**src/rtl/ccbma_pkg.sv**
```systemverilog
package ccbma_pkg;

    // Widest mask the block supports and the width of a CPU count over it.
    localparam int MASK_W  = 64;
    localparam int COUNT_W = 7;
    localparam int ID_W    = 32;
    localparam int VALUE_W = 32;

    localparam logic [COUNT_W-1:0] ONLINE_RESET = 7'd64;

    typedef logic [MASK_W-1:0]  wide_mask_t;
    typedef logic [COUNT_W-1:0] count_t;

    // Per-item status flags carried from the update logic to the result register.
    typedef struct packed {
        logic cpu_invalid;
        logic round_done;
        logic rescan_needed;
    } step_flags_t;

    // Number of set bits in a 64-bit mask, summed pairwise in six levels so
    // that no add waits on more than five others.
    function automatic count_t count_ones(input wide_mask_t mask);
        logic [1:0] sum2  [32];
        logic [2:0] sum4  [16];
        logic [3:0] sum8  [8];
        logic [4:0] sum16 [4];
        logic [5:0] sum32 [2];
        for (int i = 0; i < 32; i++) begin
            sum2[i] = {1'b0, mask[2*i]} + {1'b0, mask[2*i+1]};
        end
        for (int i = 0; i < 16; i++) begin
            sum4[i] = {1'b0, sum2[2*i]} + {1'b0, sum2[2*i+1]};
        end
        for (int i = 0; i < 8; i++) begin
            sum8[i] = {1'b0, sum4[2*i]} + {1'b0, sum4[2*i+1]};
        end
        for (int i = 0; i < 4; i++) begin
            sum16[i] = {1'b0, sum8[2*i]} + {1'b0, sum8[2*i+1]};
        end
        for (int i = 0; i < 2; i++) begin
            sum32[i] = {1'b0, sum16[2*i]} + {1'b0, sum16[2*i+1]};
        end
        return {1'b0, sum32[0]} + {1'b0, sum32[1]};
    endfunction

endpackage

```
**src/rtl/ccbma_update.sv**
```systemverilog
module ccbma_update #(
    parameter int CPU_COUNT = 64
) (
    input  logic [ccbma_pkg::ID_W-1:0]    cpu_id,
    input  logic [ccbma_pkg::VALUE_W-1:0] perf_value,
    input  logic [ccbma_pkg::VALUE_W-1:0] eff_value,
    input  ccbma_pkg::count_t             online_cpu_count,
    input  logic [CPU_COUNT-1:0]          pending_ban,
    input  logic [CPU_COUNT-1:0]          seen_cpus,
    input  logic [CPU_COUNT-1:0]          banned_mask,
    output logic [CPU_COUNT-1:0]          pending_ban_next,
    output logic [CPU_COUNT-1:0]          seen_cpus_next,
    output logic [CPU_COUNT-1:0]          banned_mask_next,
    output ccbma_pkg::step_flags_t        flags
);
    import ccbma_pkg::*;

    localparam int IDX_W = (CPU_COUNT > 1) ? $clog2(CPU_COUNT) : 1;

    logic                 id_ok;
    logic                 zero_capacity;
    logic [CPU_COUNT-1:0] cpu_bit;
    logic [CPU_COUNT-1:0] pending_marked;
    logic [CPU_COUNT-1:0] seen_marked;
    logic                 round_close;
    logic                 mask_differs;

    assign id_ok         = cpu_id < ID_W'(CPU_COUNT);
    assign zero_capacity = (perf_value == '0) && (eff_value == '0);
    assign cpu_bit       = CPU_COUNT'(1) << cpu_id[IDX_W-1:0];

    assign pending_marked = zero_capacity ? (pending_ban | cpu_bit) : pending_ban;
    assign seen_marked    = seen_cpus | cpu_bit;

    // The round closes once the distinct reporters reach the online count.
    assign round_close  = id_ok && (count_ones(MASK_W'(seen_marked)) >= online_cpu_count);
    assign mask_differs = pending_marked != banned_mask;

    always_comb
    begin
        pending_ban_next = pending_ban;
        seen_cpus_next   = seen_cpus;
        banned_mask_next = banned_mask;
        if (id_ok)
        begin
            if (round_close)
            begin
                pending_ban_next = '0;
                seen_cpus_next   = '0;
                banned_mask_next = pending_marked;
            end
            else
            begin
                pending_ban_next = pending_marked;
                seen_cpus_next   = seen_marked;
            end
        end
    end

    assign flags.cpu_invalid   = !id_ok;
    assign flags.round_done    = round_close;
    assign flags.rescan_needed = round_close && mask_differs;

endmodule

```
**src/rtl/cpu_capacity_ban_mask_aggregator.sv**
```systemverilog
// CPU capacity ban-mask aggregator. Each item is one capacity report (CPU number,
// performance value, efficiency value). A CPU reporting zero for both values is
// marked for banning, and every valid reporter is marked as seen. When the number
// of distinct CPUs seen reaches online_cpu_count, the round closes: the pending
// ban mask replaces the banned mask, rescan_needed is raised if it changed, and
// the round state is cleared. A CPU number at or above CPU_COUNT is flagged with
// cpu_invalid and changes nothing. Each item yields exactly one result item that
// carries the banned mask after that report; bits at and above CPU_COUNT read zero.
// The block takes one item per cycle while results are taken: an item sits in an
// input register, passes through the mask update (a 64-bit population count and
// compare), and lands in a result register, from which it is offered on out_valid.
// A stalled result only holds up the input once both registers are full. Write
// online_cpu_count through cfg_wr_en/cfg_wr_data only while no item is in flight;
// it resets to 64.
module cpu_capacity_ban_mask_aggregator #(
    parameter int CPU_COUNT = 64
) (
    input  logic                          clk,
    input  logic                          rst_n,
    input  logic                          cfg_wr_en,
    input  ccbma_pkg::count_t             cfg_wr_data,
    input  logic                          in_valid,
    output logic                          in_ready,
    input  logic [ccbma_pkg::ID_W-1:0]    cpu_id,
    input  logic [ccbma_pkg::VALUE_W-1:0] perf_value,
    input  logic [ccbma_pkg::VALUE_W-1:0] eff_value,
    output logic                          out_valid,
    input  logic                          out_ready,
    output logic                          cpu_invalid,
    output logic                          round_done,
    output logic                          rescan_needed,
    output ccbma_pkg::wide_mask_t         banned_now
);
    import ccbma_pkg::*;

    // Configuration.
    count_t online_reg;

    // Input register.
    logic                 in_valid_reg;
    logic [ID_W-1:0]      cpu_id_reg;
    logic [VALUE_W-1:0]   perf_reg;
    logic [VALUE_W-1:0]   eff_reg;

    // Round state.
    logic [CPU_COUNT-1:0] pending_reg;
    logic [CPU_COUNT-1:0] seen_reg;
    logic [CPU_COUNT-1:0] banned_reg;
    logic [CPU_COUNT-1:0] pending_next;
    logic [CPU_COUNT-1:0] seen_next;
    logic [CPU_COUNT-1:0] banned_next;
    step_flags_t          step_flags;

    // Result register.
    logic                 out_valid_reg;
    step_flags_t          flags_reg;
    wide_mask_t           banned_now_reg;

    logic out_free;
    logic advance;

    // The result slot can take a new item when empty or being drained this cycle.
    assign out_free = !out_valid_reg || out_ready;
    assign advance  = in_valid_reg && out_free;
    assign in_ready = !in_valid_reg || out_free;

    ccbma_update #(
        .CPU_COUNT(CPU_COUNT)
    ) u_update (
        .cpu_id           (cpu_id_reg),
        .perf_value       (perf_reg),
        .eff_value        (eff_reg),
        .online_cpu_count (online_reg),
        .pending_ban      (pending_reg),
        .seen_cpus        (seen_reg),
        .banned_mask      (banned_reg),
        .pending_ban_next (pending_next),
        .seen_cpus_next   (seen_next),
        .banned_mask_next (banned_next),
        .flags            (step_flags)
    );

    always_ff @(posedge clk or negedge rst_n)
    begin
        if (!rst_n)
        begin
            online_reg    <= ONLINE_RESET;
            in_valid_reg  <= 1'b0;
            out_valid_reg <= 1'b0;
            pending_reg   <= '0;
            seen_reg      <= '0;
            banned_reg    <= '0;
        end
        else
        begin
            if (cfg_wr_en)
            begin
                online_reg <= cfg_wr_data;
            end
            if (in_ready)
            begin
                in_valid_reg <= in_valid;
            end
            if (out_free)
            begin
                out_valid_reg <= in_valid_reg;
            end
            // State moves with the item so the next report sees this one's effect.
            if (advance)
            begin
                pending_reg <= pending_next;
                seen_reg    <= seen_next;
                banned_reg  <= banned_next;
            end
        end
    end

    // Payload registers carry no reset.
    always_ff @(posedge clk)
    begin
        if (in_ready && in_valid)
        begin
            cpu_id_reg <= cpu_id;
            perf_reg   <= perf_value;
            eff_reg    <= eff_value;
        end
        if (advance)
        begin
            flags_reg      <= step_flags;
            banned_now_reg <= MASK_W'(banned_next);
        end
    end

    assign out_valid     = out_valid_reg;
    assign cpu_invalid   = flags_reg.cpu_invalid;
    assign round_done    = flags_reg.round_done;
    assign rescan_needed = flags_reg.rescan_needed;
    assign banned_now    = banned_now_reg;

    // A rescan only ever happens at the close of a round.
    a_rescan_in_round : assert property (@(posedge clk) disable iff (!rst_n)
        out_valid_reg |-> (!flags_reg.rescan_needed || flags_reg.round_done))
        else $error("rescan_needed without round_done");

    // An ignored report never closes a round.
    a_invalid_no_round : assert property (@(posedge clk) disable iff (!rst_n)
        out_valid_reg |-> !(flags_reg.cpu_invalid && flags_reg.round_done))
        else $error("invalid report closed a round");

    // Closing a round clears the round state.
    a_round_clears : assert property (@(posedge clk) disable iff (!rst_n)
        (advance && step_flags.round_done) |=> (seen_reg == '0 && pending_reg == '0))
        else $error("round state not cleared at round close");

    // The banned mask changes only through a reported rescan.
    a_banned_changes : assert property (@(posedge clk) disable iff (!rst_n)
        (advance && !step_flags.rescan_needed) |=> $stable(banned_reg))
        else $error("banned mask changed without rescan");

endmodule

```
**config.mk**
```make
export PLATFORM = sky130hd
export DESIGN_NAME = cpu_capacity_ban_mask_aggregator
export DESIGN_NICKNAME = d
export VERILOG_FILES = /design/src/rtl/ccbma_pkg.sv /design/src/rtl/ccbma_update.sv /design/src/rtl/cpu_capacity_ban_mask_aggregator.sv
export SDC_FILE = /design/constraint.sdc
export NUM_CORES = 1
export LEC_CHECK = 0
export BUFFER_PORTS_ARGS = -buffer_cell sky130_fd_sc_hd__buf_4
export CAP_MARGIN = 25
export CORE_UTILIZATION = 50
export DETAILED_ROUTE_END_ITERATION = 8
export PLACE_DENSITY = 0.78
export SYNTH_ARGS = -nofsm -noshare
export SYNTH_HDL_FRONTEND = slang
export SYNTH_SLANG_ARGS = --single-unit
```
**constraint.sdc**
```tcl
create_clock -name clk -period 10.34 [get_ports clk]
set_input_delay 1.034 -clock clk [delete_from_list [all_inputs] [get_ports clk]]
set_output_delay 1.034 -clock clk [all_outputs]
set_load 0.05 [all_outputs]
```
Yosys cells after proc, flatten, opt, wreduce, memory -nomap -nowiden
Index checks and enable logic that the tools add are counted.
{ "word_totals": {"regBits": 364, "in_bits": 108, "output_inout_bits": 69, "wordCells": 100} }
{ "classes": {"n_addsub": 63, "n_lt_le_gt_ge": 2, "n_eq_ne": 1, "shifts": 1, "mux": 5, "bitwise_logic": 2, "reduce_logical": 13} }
{ "op_table": {"columns": ["op", "count"], "rows": [
  ["2-to-1 mux 64 bit", 5],
  ["OR 64 bit", 2],
  ["adder 1 x 1 -> 2 bit", 32],
  ["logical NOT 32 bit", 2],
  ["inequality test 64 bit", 1],
  ["left shift 1 x 6 -> 64 bit, first input constant", 1],
  ["adder 2 x 2 -> 3 bit", 16],
  ["adder 3 x 3 -> 4 bit", 8],
  ["less-than comparator 32 x 7 -> 1 bit, second input constant", 1],
  ["adder 4 x 4 -> 5 bit", 4],
  ["adder 5 x 5 -> 6 bit", 2],
  ["adder 6 x 6 -> 7 bit", 1],
  [">= comparator 7 bit", 1],
  ["logical AND 1 bit", 5],
  ["logical NOT 1 bit", 3],
  ["logical OR 1 bit", 2],
  ["AND reduction 2 bit", 1]
]} }

Depth between registers and ports, before layout
Gate-level depths: netlist of the first run.
{ "logic_depth": {"word_depth": 12, "mapped_depth": 33} }

Modules after synthesis
A second synthesis of the first run with hierarchy kept.
{ "hier_totals": {"cells_unflattened": 1450, "hier_area_um2": 19099.6} }
{ "by_module_without_submodules": {"columns": ["mod", "n_inst", "cells_each", "area_each_um2", "seq_area_each_um2"], "rows": [
  ["cpu_capacity_ban_mask_aggregator", 1, 592, 13088.8, 9925.8],
  ["ccbma_update", 1, 858, 6010.8, 0.0]
]} }

Least setup slack after synthesis of the first run
No wires, ideal clock.
{ "synth_path": {"path_kind": "flip-flop to flip-flop", "from": "reg cpu_id_reg[4]", "to": "reg banned_now_reg[25] (netlist: banned_now[25]), data pin", "arrival_ns": 8.106, "required_ns": 10.080, "setup_slack_ns": 1.975, "stages_incl_launch_ff": 32, "n_path_buf": 4, "synth_period_minus_slack_ns": 8.365, "path_cell_list": "edfxtp_1 -> or2_2 -> clkbuf_1 -> buf_2 -> nor3_1 -> nor2_1 -> fa_1 -> fa_1 -> inv_1 -> fa_1 -> fa_1 -> fa_1 -> fa_1 -> fa_1 -> inv_1 -> fa_1 -> inv_1 -> ha_1 -> inv_1 -> fa_1 -> inv_1 -> ha_1 -> a21o_1 -> a21o_1 -> a21o_1 -> a21o_1 -> a21o_1 -> a21o_1 -> nand2_1 -> buf_4 -> buf_4 -> mux2_2"} }
{ "synth_via": {"elab_chain_cells": 12, "word_cells_on_any_way": 72, "classes_between": "add/sub: 63; order compare: 2; shift: 1; mux: 3; bitwise: 2; reduce/logical: 1"} }
{ "synth_rtl": {"columns": ["item", "line_no", "text"], "rows": [
  ["from (decl)", "cpu_capacity_ban_mask_aggregator.sv:41", "logic [ID_W-1:0] cpu_id_reg;"],
  ["from (signal assigned)", "cpu_capacity_ban_mask_aggregator.sv:123", "cpu_id_reg <= cpu_id;"],
  ["left shift 1 x 6 -> 64 bit", "ccbma_update.sv:30", "assign cpu_bit = CPU_COUNT'(1) << cpu_id[IDX_W-1:0];"],
  ["OR 64 bit", "ccbma_update.sv:33", "assign seen_marked = seen_cpus | cpu_bit;"],
  ["adder 1 x 1 -> 2 bit", "ccbma_pkg.sv:30", "sum2[i] = {1'b0, mask[2*i]} + {1'b0, mask[2*i+1]};"],
  ["adder 2 x 2 -> 3 bit", "ccbma_pkg.sv:33", "sum4[i] = {1'b0, sum2[2*i]} + {1'b0, sum2[2*i+1]};"],
  ["adder 3 x 3 -> 4 bit", "ccbma_pkg.sv:36", "sum8[i] = {1'b0, sum4[2*i]} + {1'b0, sum4[2*i+1]};"],
  ["adder 4 x 4 -> 5 bit", "ccbma_pkg.sv:39", "sum16[i] = {1'b0, sum8[2*i]} + {1'b0, sum8[2*i+1]};"],
  ["adder 5 x 5 -> 6 bit", "ccbma_pkg.sv:42", "sum32[i] = {1'b0, sum16[2*i]} + {1'b0, sum16[2*i+1]};"],
  ["adder 6 x 6 -> 7 bit", "ccbma_pkg.sv:44", "return {1'b0, sum32[0]} + {1'b0, sum32[1]};"],
  [">= comparator 7 bit", "ccbma_update.sv:36", "assign round_close = id_ok && (count_ones(MASK_W'(seen_marked)) >= online_cpu_count);"],
  ["logical AND 1 bit", "ccbma_update.sv:36", null],
  ["2-to-1 mux 64 bit", "ccbma_update.sv:46", "if (round_close)"],
  ["2-to-1 mux 64 bit *", "ccbma_update.sv:44", "if (id_ok)"],
  ["via banned_next[25]", "cpu_capacity_ban_mask_aggregator.sv:51", "logic [CPU_COUNT-1:0] banned_next;"],
  ["to (signal assigned)", "cpu_capacity_ban_mask_aggregator.sv:130", "banned_now_reg <= MASK_W'(banned_next);"],
  ["to (decl)", "cpu_capacity_ban_mask_aggregator.sv:57", "wide_mask_t banned_now_reg;"]
]} }
The timed path passes the listed nets; every way through them passes the cells marked *.
A chain may end at the register's enable or synchronous reset.

Worst setup path after layout of the first run
{ "layout_path": {"from": "reg cpu_id_reg[1]", "to": "reg banned_reg[63]"} }
{ "layout_via": {"elab_chain_cells": 12, "word_cells_on_any_way": 72, "classes_between": "add/sub: 63; order compare: 2; shift: 1; mux: 3; bitwise: 2; reduce/logical: 1"} }
{ "layout_rtl": {"columns": ["item", "line_no", "text"], "rows": [
  ["left shift 1 x 6 -> 64 bit", "ccbma_update.sv:30", null],
  ["OR 64 bit", "ccbma_update.sv:33", null],
  ["adder 1 x 1 -> 2 bit", "ccbma_pkg.sv:30", null],
  ["adder 2 x 2 -> 3 bit", "ccbma_pkg.sv:33", null],
  ["adder 3 x 3 -> 4 bit", "ccbma_pkg.sv:36", null],
  ["adder 4 x 4 -> 5 bit", "ccbma_pkg.sv:39", null],
  ["adder 5 x 5 -> 6 bit", "ccbma_pkg.sv:42", null],
  ["adder 6 x 6 -> 7 bit", "ccbma_pkg.sv:44", null],
  [">= comparator 7 bit", "ccbma_update.sv:36", null],
  ["logical AND 1 bit", "ccbma_update.sv:36", null],
  ["2-to-1 mux 64 bit", "ccbma_update.sv:46", null],
  ["2-to-1 mux 64 bit *", "ccbma_update.sv:44", null],
  ["to (signal assigned)", "cpu_capacity_ban_mask_aggregator.sv:113", "banned_reg <= banned_next;"],
  ["to (decl)", "cpu_capacity_ban_mask_aggregator.sv:48", "logic [CPU_COUNT-1:0] banned_reg;"]
]} }
Mark *: on every way between the ends. The rest lies on a longest branch, timed or not.

==> results_dict.tcl, run 1 <==
set metrics [dict create \
    required_ns 10.76 \
    grt_max_degree 89 \
    cts_tree "done" \
    dieHeight_microns 186 \
    tightest_slew_ns 1.00 \
    fp.dieW_microns 186 \
    maxCapViolations 0 \
    cts_htree_levels 2 \
    routedWlPerCell_microns 19.5 \
    crit_slowest_cell "and2_4" \
    whs_ns 0.452 \
    max_slew_margin 0.332 \
    port_buffers 176 \
    p_leak_nw 10.3 \
    clk_pin_slew_ns 0.06 \
    clk_latency_ns 0.54 \
    place_hpwl_microns 26000 \
    synth_top_area_cell "dfrtp_1" \
    synth-edff-count 163 \
    switchingPower_uw 760 \
    setup_tns_ns 0 \
    synth_area_leaders "dfrtp_1 29%, edfxtp_1 29%, fa_1 6.4%" \
    vias 10800 \
    syn_inst 1311 \
    routed_wl_microns 38300 \
    drive_gt1_frac 0.300 \
    hold_buffers 0 \
    setup_viol 0 \
    seqPwrFrac 0.487 \
    antenna_found_initial 1 \
    rsz0062_at_grt "false" \
    grt.overflow.total 0 \
    comb_power_share 0.074 \
    clock_skew_ns 0.0146 \
    switching_share 0.235 \
    worstSetupEndpointType "flip-flop" \
    postLayoutCoreUtil 0.599 \
    slowest_delay_ns 0.82 \
    path_max_fanout 68 \
    pwr-share-clk 0.438 \
    synth_cell_type_count 30 \
    yosysMostFrequentCell "dfrtp_1" \
    rows 67 \
    ant_nets 0 \
    status "completed" \
    ys_seq_area_frac 0.583 \
    post_cts_buffers 0 \
    report.final.slew_viol_count 0 \
    synth_area_per_cell_sq_um 13.0 \
    crit_type "reg -> reg" \
    yosys_register_bits 364 \
    via_per_inst 5.48 \
    num_antenna_cells 0 \
    grt_pass1_wl_microns 59900 \
    ir_worst_vdd_mv 0.123 \
    grt_pass1_vias 10800 \
    ys_async_sr_fraction 0.552 \
    drcViolationCount 0 \
    synth_nets 1495 \
    layout_min_cycle_time_ns 9.51 \
    core_area_sq_um 33500 \
    yosys.area.top_type_share 0.294 \
    grt_util_all_layers 0.221 \
    post-route-period-util 0.920 \
    place_congestion 0.912 \
    synthFlopType "dfrtp_1" \
    start_util 0.507 \
    p_int_mw 2.48 \
    clockBufferDepth 3 \
    startpoint_type "flip-flop" \
    synth_area_sq_um 17000 \
    fmax_mhz 105 \
    final_nets 1672 \
    cellPowerDensity_nw_per_um2 161 \
    cp.arrival_ns 9.93 \
    hold_class "in -> async" \
    yosys_warnings 0 \
    ys_top_cells_by_count "200 x dfrtp_1, 163 x edfxtp_1, 154 x nor2_1, 131 x a21oi_1, 89 x mux2_2" \
    hold_viol 0 \
    syn2layout_area_growth_pct 18.0 \
    clock-sinks 364 \
    cts_resized 0 \
    drt_iter0_drc 1000 \
    ctsRootBufferMaster "clkbuf_16" \
    ios 177 \
    die_area_sq_um 34800 \
    drt_pass1_iterations 5 \
    cts_buffers 39 \
    path_common_cell "fa_1" \
]
==> worst max-delay path, delay by kind of cell, from the launching register on <==
family / cells / cell delay, ns
compound gates: 6 / 0.70
fa+ha+maj: 11 / 4.99
buf+inv: 6 / 0.65
flops: 1 / 0.42
mux: 1 / 0.36
simple gates: 5 / 2.22
==> power groups by stage <==
| stage | combinational (mW) | clock [mW] | sequential (mW) |
|---|---|---|---|
| after floorplan | 0.0831 | 0 | 1.66 |
| after global placement | 0.232 | 0 | 1.60 |
| after detailed placement | 0.240 | 0 | 1.61 |
| after CTS | 0.242 | 1.44 | 1.58 |
| after global routing | 0.261 | 1.49 | 1.58 |
| final | 0.241 | 1.42 | 1.58 |
==> area by class of cell <==
class,count,area (sq um)
Clock buffer,49,1040
Multi-Input combinational cell,825,6470
Sequential cell,364,9930
Fill cell,2610,13500
Inverter,54,203
Tap cell,448,561
Timing Repair Buffer,204,1610
Clock inverter,23,267
==> placed cells by master (no fill, tap or decap), types with 3 or more instances in the layout <==
cell type,n
xnor2_1,4
nor4_1,39
nor3_1,56
dfrtp_1,200
or2_2,54
a21oi_1,131
inv_1,54
clkbuf_16,39
o21ai_0,6
bufinv_16,4
clkinv_1,5
clkbuf_8,4
buf_4,197
fa_1,54
edfxtp_1,163
clkinv_2,6
mux2_4,40
buf_12,3
a21o_1,73
nand2b_1,10
nor2_1,154
ha_1,22
xor2_1,64
clkbuf_1,7
mux2_2,89
inv_6,3
nand4_1,9
nand2_1,9
==> metrics by stage <==
step | power, mW | cell area, sq um | setup WS, ns | std cells
after floorplan | 1.74 | 17000 | 1.97 | 1311
after global placement | 1.84 | 18700 | 1.07 | 1892
after detailed placement | 1.85 | 18700 | 0.964 | 1893
after CTS | 3.26 | 20000 | 0.886 | 1965
after global routing | 3.33 | 20100 | 0.453 | 1967
final | 3.24 | 20100 | 0.829 | 1967
==> cell families (layout without fill, tap and decap cells) <==
logic type                 count (synthesis)  after routing  share of synthesized area
DFF                                      364            364                      0.583
and+or+nand+nor                          340            340                     0.0969
AOI/OAI and AO/OA                        212            212                     0.0734
muxes                                    129            129                     0.0942
buffers and inverters                    122            330                     0.0375
adders and majority gates                 76             76                     0.0797
xor gates and xnor gates                  68             68                     0.0350
==> layer usage <==
metal	GRT usage	share of wire	wire length, microns
met1	0.298	0.41	15700
met2	0.359	0.48	18500
met3	0.0498	0.079	3050
met4	0.0690	0.029	1100
met5	0	0.00031	12
==> worst paths after layout <==
| path | startpoint | to | slack (ns) | cells after the start |
|---|---|---|---|---|
| worst min-delay path | rst_n | online_reg[1] | 0.45 | 1 |
| worst max-delay path | cpu_id_reg[1] | banned_reg[63] | 0.83 | 29 |
| max in group asynchronous | rst_n | seen_reg[23] | 7.93 | 4 |
| worst min register to register | seen_reg[14] | seen_reg[14] | 0.49 | 2 |
| min in group clk | seen_reg[14] | seen_reg[14] | 0.49 | 2 |
| worst max register to register | cpu_id_reg[1] | banned_reg[63] | 0.83 | 29 |
Power figures use the tool's default switching activity.
==> run 2: changes to the inputs <==
CORE_UTILIZATION = 35   (was 50)
PLACE_DENSITY = 0.61   (was 0.78)
==> results_dict.tcl, run 2 (same netlist as run 1, synthesis figures left out) <==
set metrics [dict create \
    status "completed" \
    via_per_inst 4.94 \
    post-route-period-util 0.892 \
    tightest_slew_ns 1.09 \
    slowest_delay_ns 0.57 \
    ios 177 \
    place_congestion 0.879 \
    cts_tree "done" \
    hold_class "in -> async" \
    hold_buffers 0 \
    drt_pass1_iterations 4 \
    clk_latency_ns 0.56 \
    grt_util_all_layers 0.171 \
    antenna_found_initial 2 \
    clk_pin_slew_ns 0.06 \
    max_slew_margin 0.264 \
    place_hpwl_microns 28500 \
    required_ns 10.64 \
    rsz0062_at_grt "false" \
    final_cell_mix "200 x dfrtp_1, 200 x buf_4, 163 x edfxtp_1, 154 x nor2_1, 131 x a21oi_1" \
    grt.overflow.total 0 \
    cts_htree_levels 2 \
    maxCapViolations 0 \
    fp.dieW_microns 222 \
    rows 80 \
    clock_skew_ns 0.0160 \
    p_leak_nw 10.4 \
    grt_pass1_vias 11100 \
    ir_worst_vdd_mv 0.121 \
    drive_gt1_frac 0.302 \
    dpl_cell_area_sq_um 19000 \
    grt_max_degree 123 \
    die_area_sq_um 49500 \
    hold_viol 0 \
    path_common_cell "fa_1" \
    cts_resized 0 \
    routedWlPerCell_microns 19.3 \
    crit_slowest_cell "fa_1" \
    final_nets 1678 \
    port_buffers 176 \
    grt_pass1_wl_microns 64800 \
    worstSetupEndpointType "flip-flop" \
    cp.arrival_ns 9.52 \
    dieHeight_microns 222 \
    routed_wl_microns 41400 \
    clockBufferDepth 3 \
    vias 10600 \
    setup_tns_ns 0 \
    startpoint_type "flip-flop" \
    ctsRootBufferMaster "clkbuf_16" \
    layout_setup_ws_ns 1.12 \
    cellPowerDensity_nw_per_um2 164 \
    report.final.slew_viol_count 0 \
    ant_nets 0 \
    fmax_mhz 108 \
    post_cts_buffers 0 \
    clock-sinks 364 \
    drt_iter0_drc 740 \
    crit_type "reg -> reg" \
    start_util 0.356 \
    cts_buffers 42 \
    layout_min_cycle_time_ns 9.22 \
    syn2layout_area_growth_pct 20.2 \
    setup_viol 0 \
    place_ws_ns 1.20 \
    core_area_sq_um 47800 \
    final_area_sq_um 20500 \
    drcViolationCount 0 \
    path_max_fanout 66 \
]
[run 2: cell count changes in the layout (fill, tap and decap cells not counted), sizes merged]
| cell | change |
|---|---|
| diode | +2 |
| buf | +3 |
| clkinv | -4 |
| clkbuf | +9 |
| clkinvlp | +1 |
[run 2: cell type report]
type                            instances  area (sq um)
Multi-Input combinational cell        825          6470
Antenna cell                            2          5.00
Clock buffer                           58          1200
Tap cell                              615           769
Sequential cell                       364          9930
Inverter                               54           203
Clock inverter                         20           224
Timing Repair Buffer                  207          1660
Fill cell                            4439         27400
[run 2: stage by stage]
step / instances / utilization / total power, mW / hold WS [ns]
2_1_floorplan: 1311 / - / 1.74 / 0.449
3_3_place_gp: 2062 / 0.396 / 1.85 / 0.467
3_5_place_dp: 2063 / 0.396 / 1.85 / 0.475
4_1_cts: 2141 / 0.426 / 3.40 / 0.491
5_1_grt: 2143 / 0.427 / 3.49 / 0.293
6_report: 2145 / 0.428 / 3.36 / 0.315
[run 2: power by group]
group	leakage [nW]	total [mW]	switching, mW	internal, mW
combinational	5.33	0.245	0.160	0.0850
clock	0.695	1.53	0.612	0.921
sequential	4.39	1.58	0.0150	1.56
total	10.4	3.36	0.787	2.57
[run 2: metal layers]
layer	track usage	vias to the layer above	share of wire
li1	-	4943	-
met1	0.227	5279	0.44
met2	0.269	314	0.46
met3	0.0481	58	0.075
met4	0.0532	0	0.023
met5	0	-	0
[run 2: path summary, 6_finish.rpt]
| kind | start | to | slack [ns] | depth (start not counted) |
|---|---|---|---|---|
| worst min register to register | seen_reg[19] | seen_reg[19] | 0.49 | 2 |
| max in group asynchronous | rst_n | banned_reg[43] | 8.46 | 4 |
| worst min-delay path | rst_n | seen_reg[14] | 0.32 | 1 |
| min in group clk | seen_reg[19] | seen_reg[19] | 0.49 | 2 |
| worst max-delay path | cpu_id_reg[1] | banned_now[38] | 1.12 | 29 |
| worst max register to register | cpu_id_reg[1] | banned_now[38] | 1.12 | 29 |
[run 2: worst max-delay path: cells and delay by family (launching register included)]
family / cells / cell delay (ns)
buf+inv: 6 / 0.55
mux: 1 / 0.39
flops: 1 / 0.42
fa+ha+maj: 11 / 4.96
compound gates: 6 / 1.01
simple gates: 5 / 1.45
==> run 3: changes to the inputs <==
CTS_BUF_LIST = sky130_fd_sc_hd__clkbuf_4 sky130_fd_sc_hd__clkbuf_8   (was default)
==> results_dict.tcl, run 3 (same netlist as run 1, synthesis figures left out) <==
set metrics [dict create \
    drcViolationCount 0 \
    hold_buffers 0 \
    via_per_inst 4.89 \
    drive_gt1_frac 0.326 \
    fmax_mhz 109 \
    report.final.slew_viol_count 0 \
    die_area_sq_um 49500 \
    cts_tree "done" \
    clk_latency_ns 0.64 \
    syn2layout_area_growth_pct 20.0 \
    path_common_cell "fa_1" \
    core_area_sq_um 47800 \
    clock-sinks 364 \
    routed_wl_microns 41700 \
    cts_buffers 67 \
    hold_viol 0 \
    tightest_slew_ns 1.10 \
    antenna_found_initial 1 \
    max_slew_margin 0.262 \
    final_cell_mix "200 x dfrtp_1, 200 x buf_4, 163 x edfxtp_1, 154 x nor2_1, 131 x a21oi_1" \
    fp.dieW_microns 222 \
    cellPowerDensity_nw_per_um2 159 \
    maxCapViolations 0 \
    cts_resized 0 \
    grt.overflow.total 0 \
    place_hpwl_microns 28500 \
    start_util 0.356 \
    grt_util_all_layers 0.173 \
    ant_nets 0 \
    cts_htree_levels 3 \
    drt_iter0_drc 748 \
    hold_class "in -> async" \
    path_max_fanout 66 \
    clockBufferDepth 3 \
    status "completed" \
    ios 177 \
    routedWlPerCell_microns 19.1 \
    worstSetupEndpointType "flip-flop" \
    crit_slowest_cell "fa_1" \
    cp.arrival_ns 9.56 \
    layout_min_cycle_time_ns 9.20 \
    post-route-period-util 0.890 \
    required_ns 10.70 \
    rows 80 \
    drt_pass1_iterations 5 \
    grt_max_degree 123 \
    ctsRootBufferMaster "clkbuf_8" \
    startpoint_type "flip-flop" \
    vias 10700 \
    clock_skew_ns 0.0333 \
    fin_total_pwr_mw 3.26 \
    p_leak_nw 10.4 \
    place_congestion 0.879 \
    port_buffers 176 \
    final_nets 1703 \
    grt_pass1_vias 11300 \
    slowest_delay_ns 0.57 \
    crit_type "reg -> reg" \
    setup_viol 0 \
    dieHeight_microns 222 \
    ir_worst_vdd_mv 0.112 \
    grt_pass1_wl_microns 65500 \
    rsz0062_at_grt "false" \
    setup_tns_ns 0 \
    fillers 4456 \
    clk_pin_slew_ns 0.06 \
    post_cts_buffers 0 \
]
[run 3: cell count changes in the layout (fill, tap and decap cells not counted), moves of 2 or more]
cell,delta
bufinv_16,-3
clkbuf_1,-10
clkbuf_16,-45
clkbuf_4,+28
clkbuf_8,+75
clkinv_1,+3
clkinv_2,-3
clkinvlp_4,+2
[run 3: layer usage]
layer	part of all wire	vias to the layer above	global-route usage
met5	0	-	0
met4	0.028	0	0.0607
met3	0.077	73	0.0599
met2	0.46	340	0.267
met1	0.44	5286	0.226
li1	-	5004	-
[run 3: final cells by class]
type                       count  area (sq um)  area share
multi-input combinational    825          6470       0.317
tap                          615           769      0.0377
sequential                   364          9930       0.486
antenna                        1          2.50    0.000123
clock inverter                16           114     0.00557
inverter                      54           203     0.00992
timing repair buffer         207          1660      0.0812
clock buffer                 106          1280      0.0629
[run 3: through the flow]
step / setup slack, ns / instance area (sq um) / std cells / utilization / hold slack, ns
after floorplan: 1.97 / 17000 / 1311 / - / 0.449
after global placement: 1.28 / 18900 / 2062 / 0.396 / 0.467
after detailed placement: 1.20 / 19000 / 2063 / 0.396 / 0.475
after CTS: 1.13 / 20400 / 2185 / 0.426 / 0.484
after global routing: 0.715 / 20400 / 2187 / 0.427 / 0.193
final: 1.14 / 20400 / 2188 / 0.427 / 0.238
[run 3: path summary, 6_finish.rpt]
kind | start | end | slack (ns) | cells after the start
min reg2reg | seen_reg[5] | seen_reg[5] | 0.49 | 2
max | cpu_id_reg[1] | banned_now[42] | 1.14 | 29
min | rst_n | online_reg[2] | 0.24 | 1
max in group asynchronous | rst_n | banned_reg[4] | 8.51 | 4
max reg2reg | cpu_id_reg[1] | banned_now[42] | 1.14 | 29
min in group clk | seen_reg[5] | seen_reg[5] | 0.49 | 2
[run 3: critical path: cells and delay by family (launching register included)]
family                   cells  cell delay, ns
AO/OA/AOI/OAI                6            1.01
buffers and inverters        6            0.55
multiplexers                 1            0.40
AND/OR/NAND/NOR              5            1.44
flip-flops                   1            0.42
adder cells (fa/ha/maj)     11            4.97
[run 3: power by group]
group / switching, mW / internal (mW)
Combinational: 0.160 / 0.0850
Clock: 0.616 / 0.815
Sequential: 0.0150 / 1.57
Total: 0.790 / 2.46
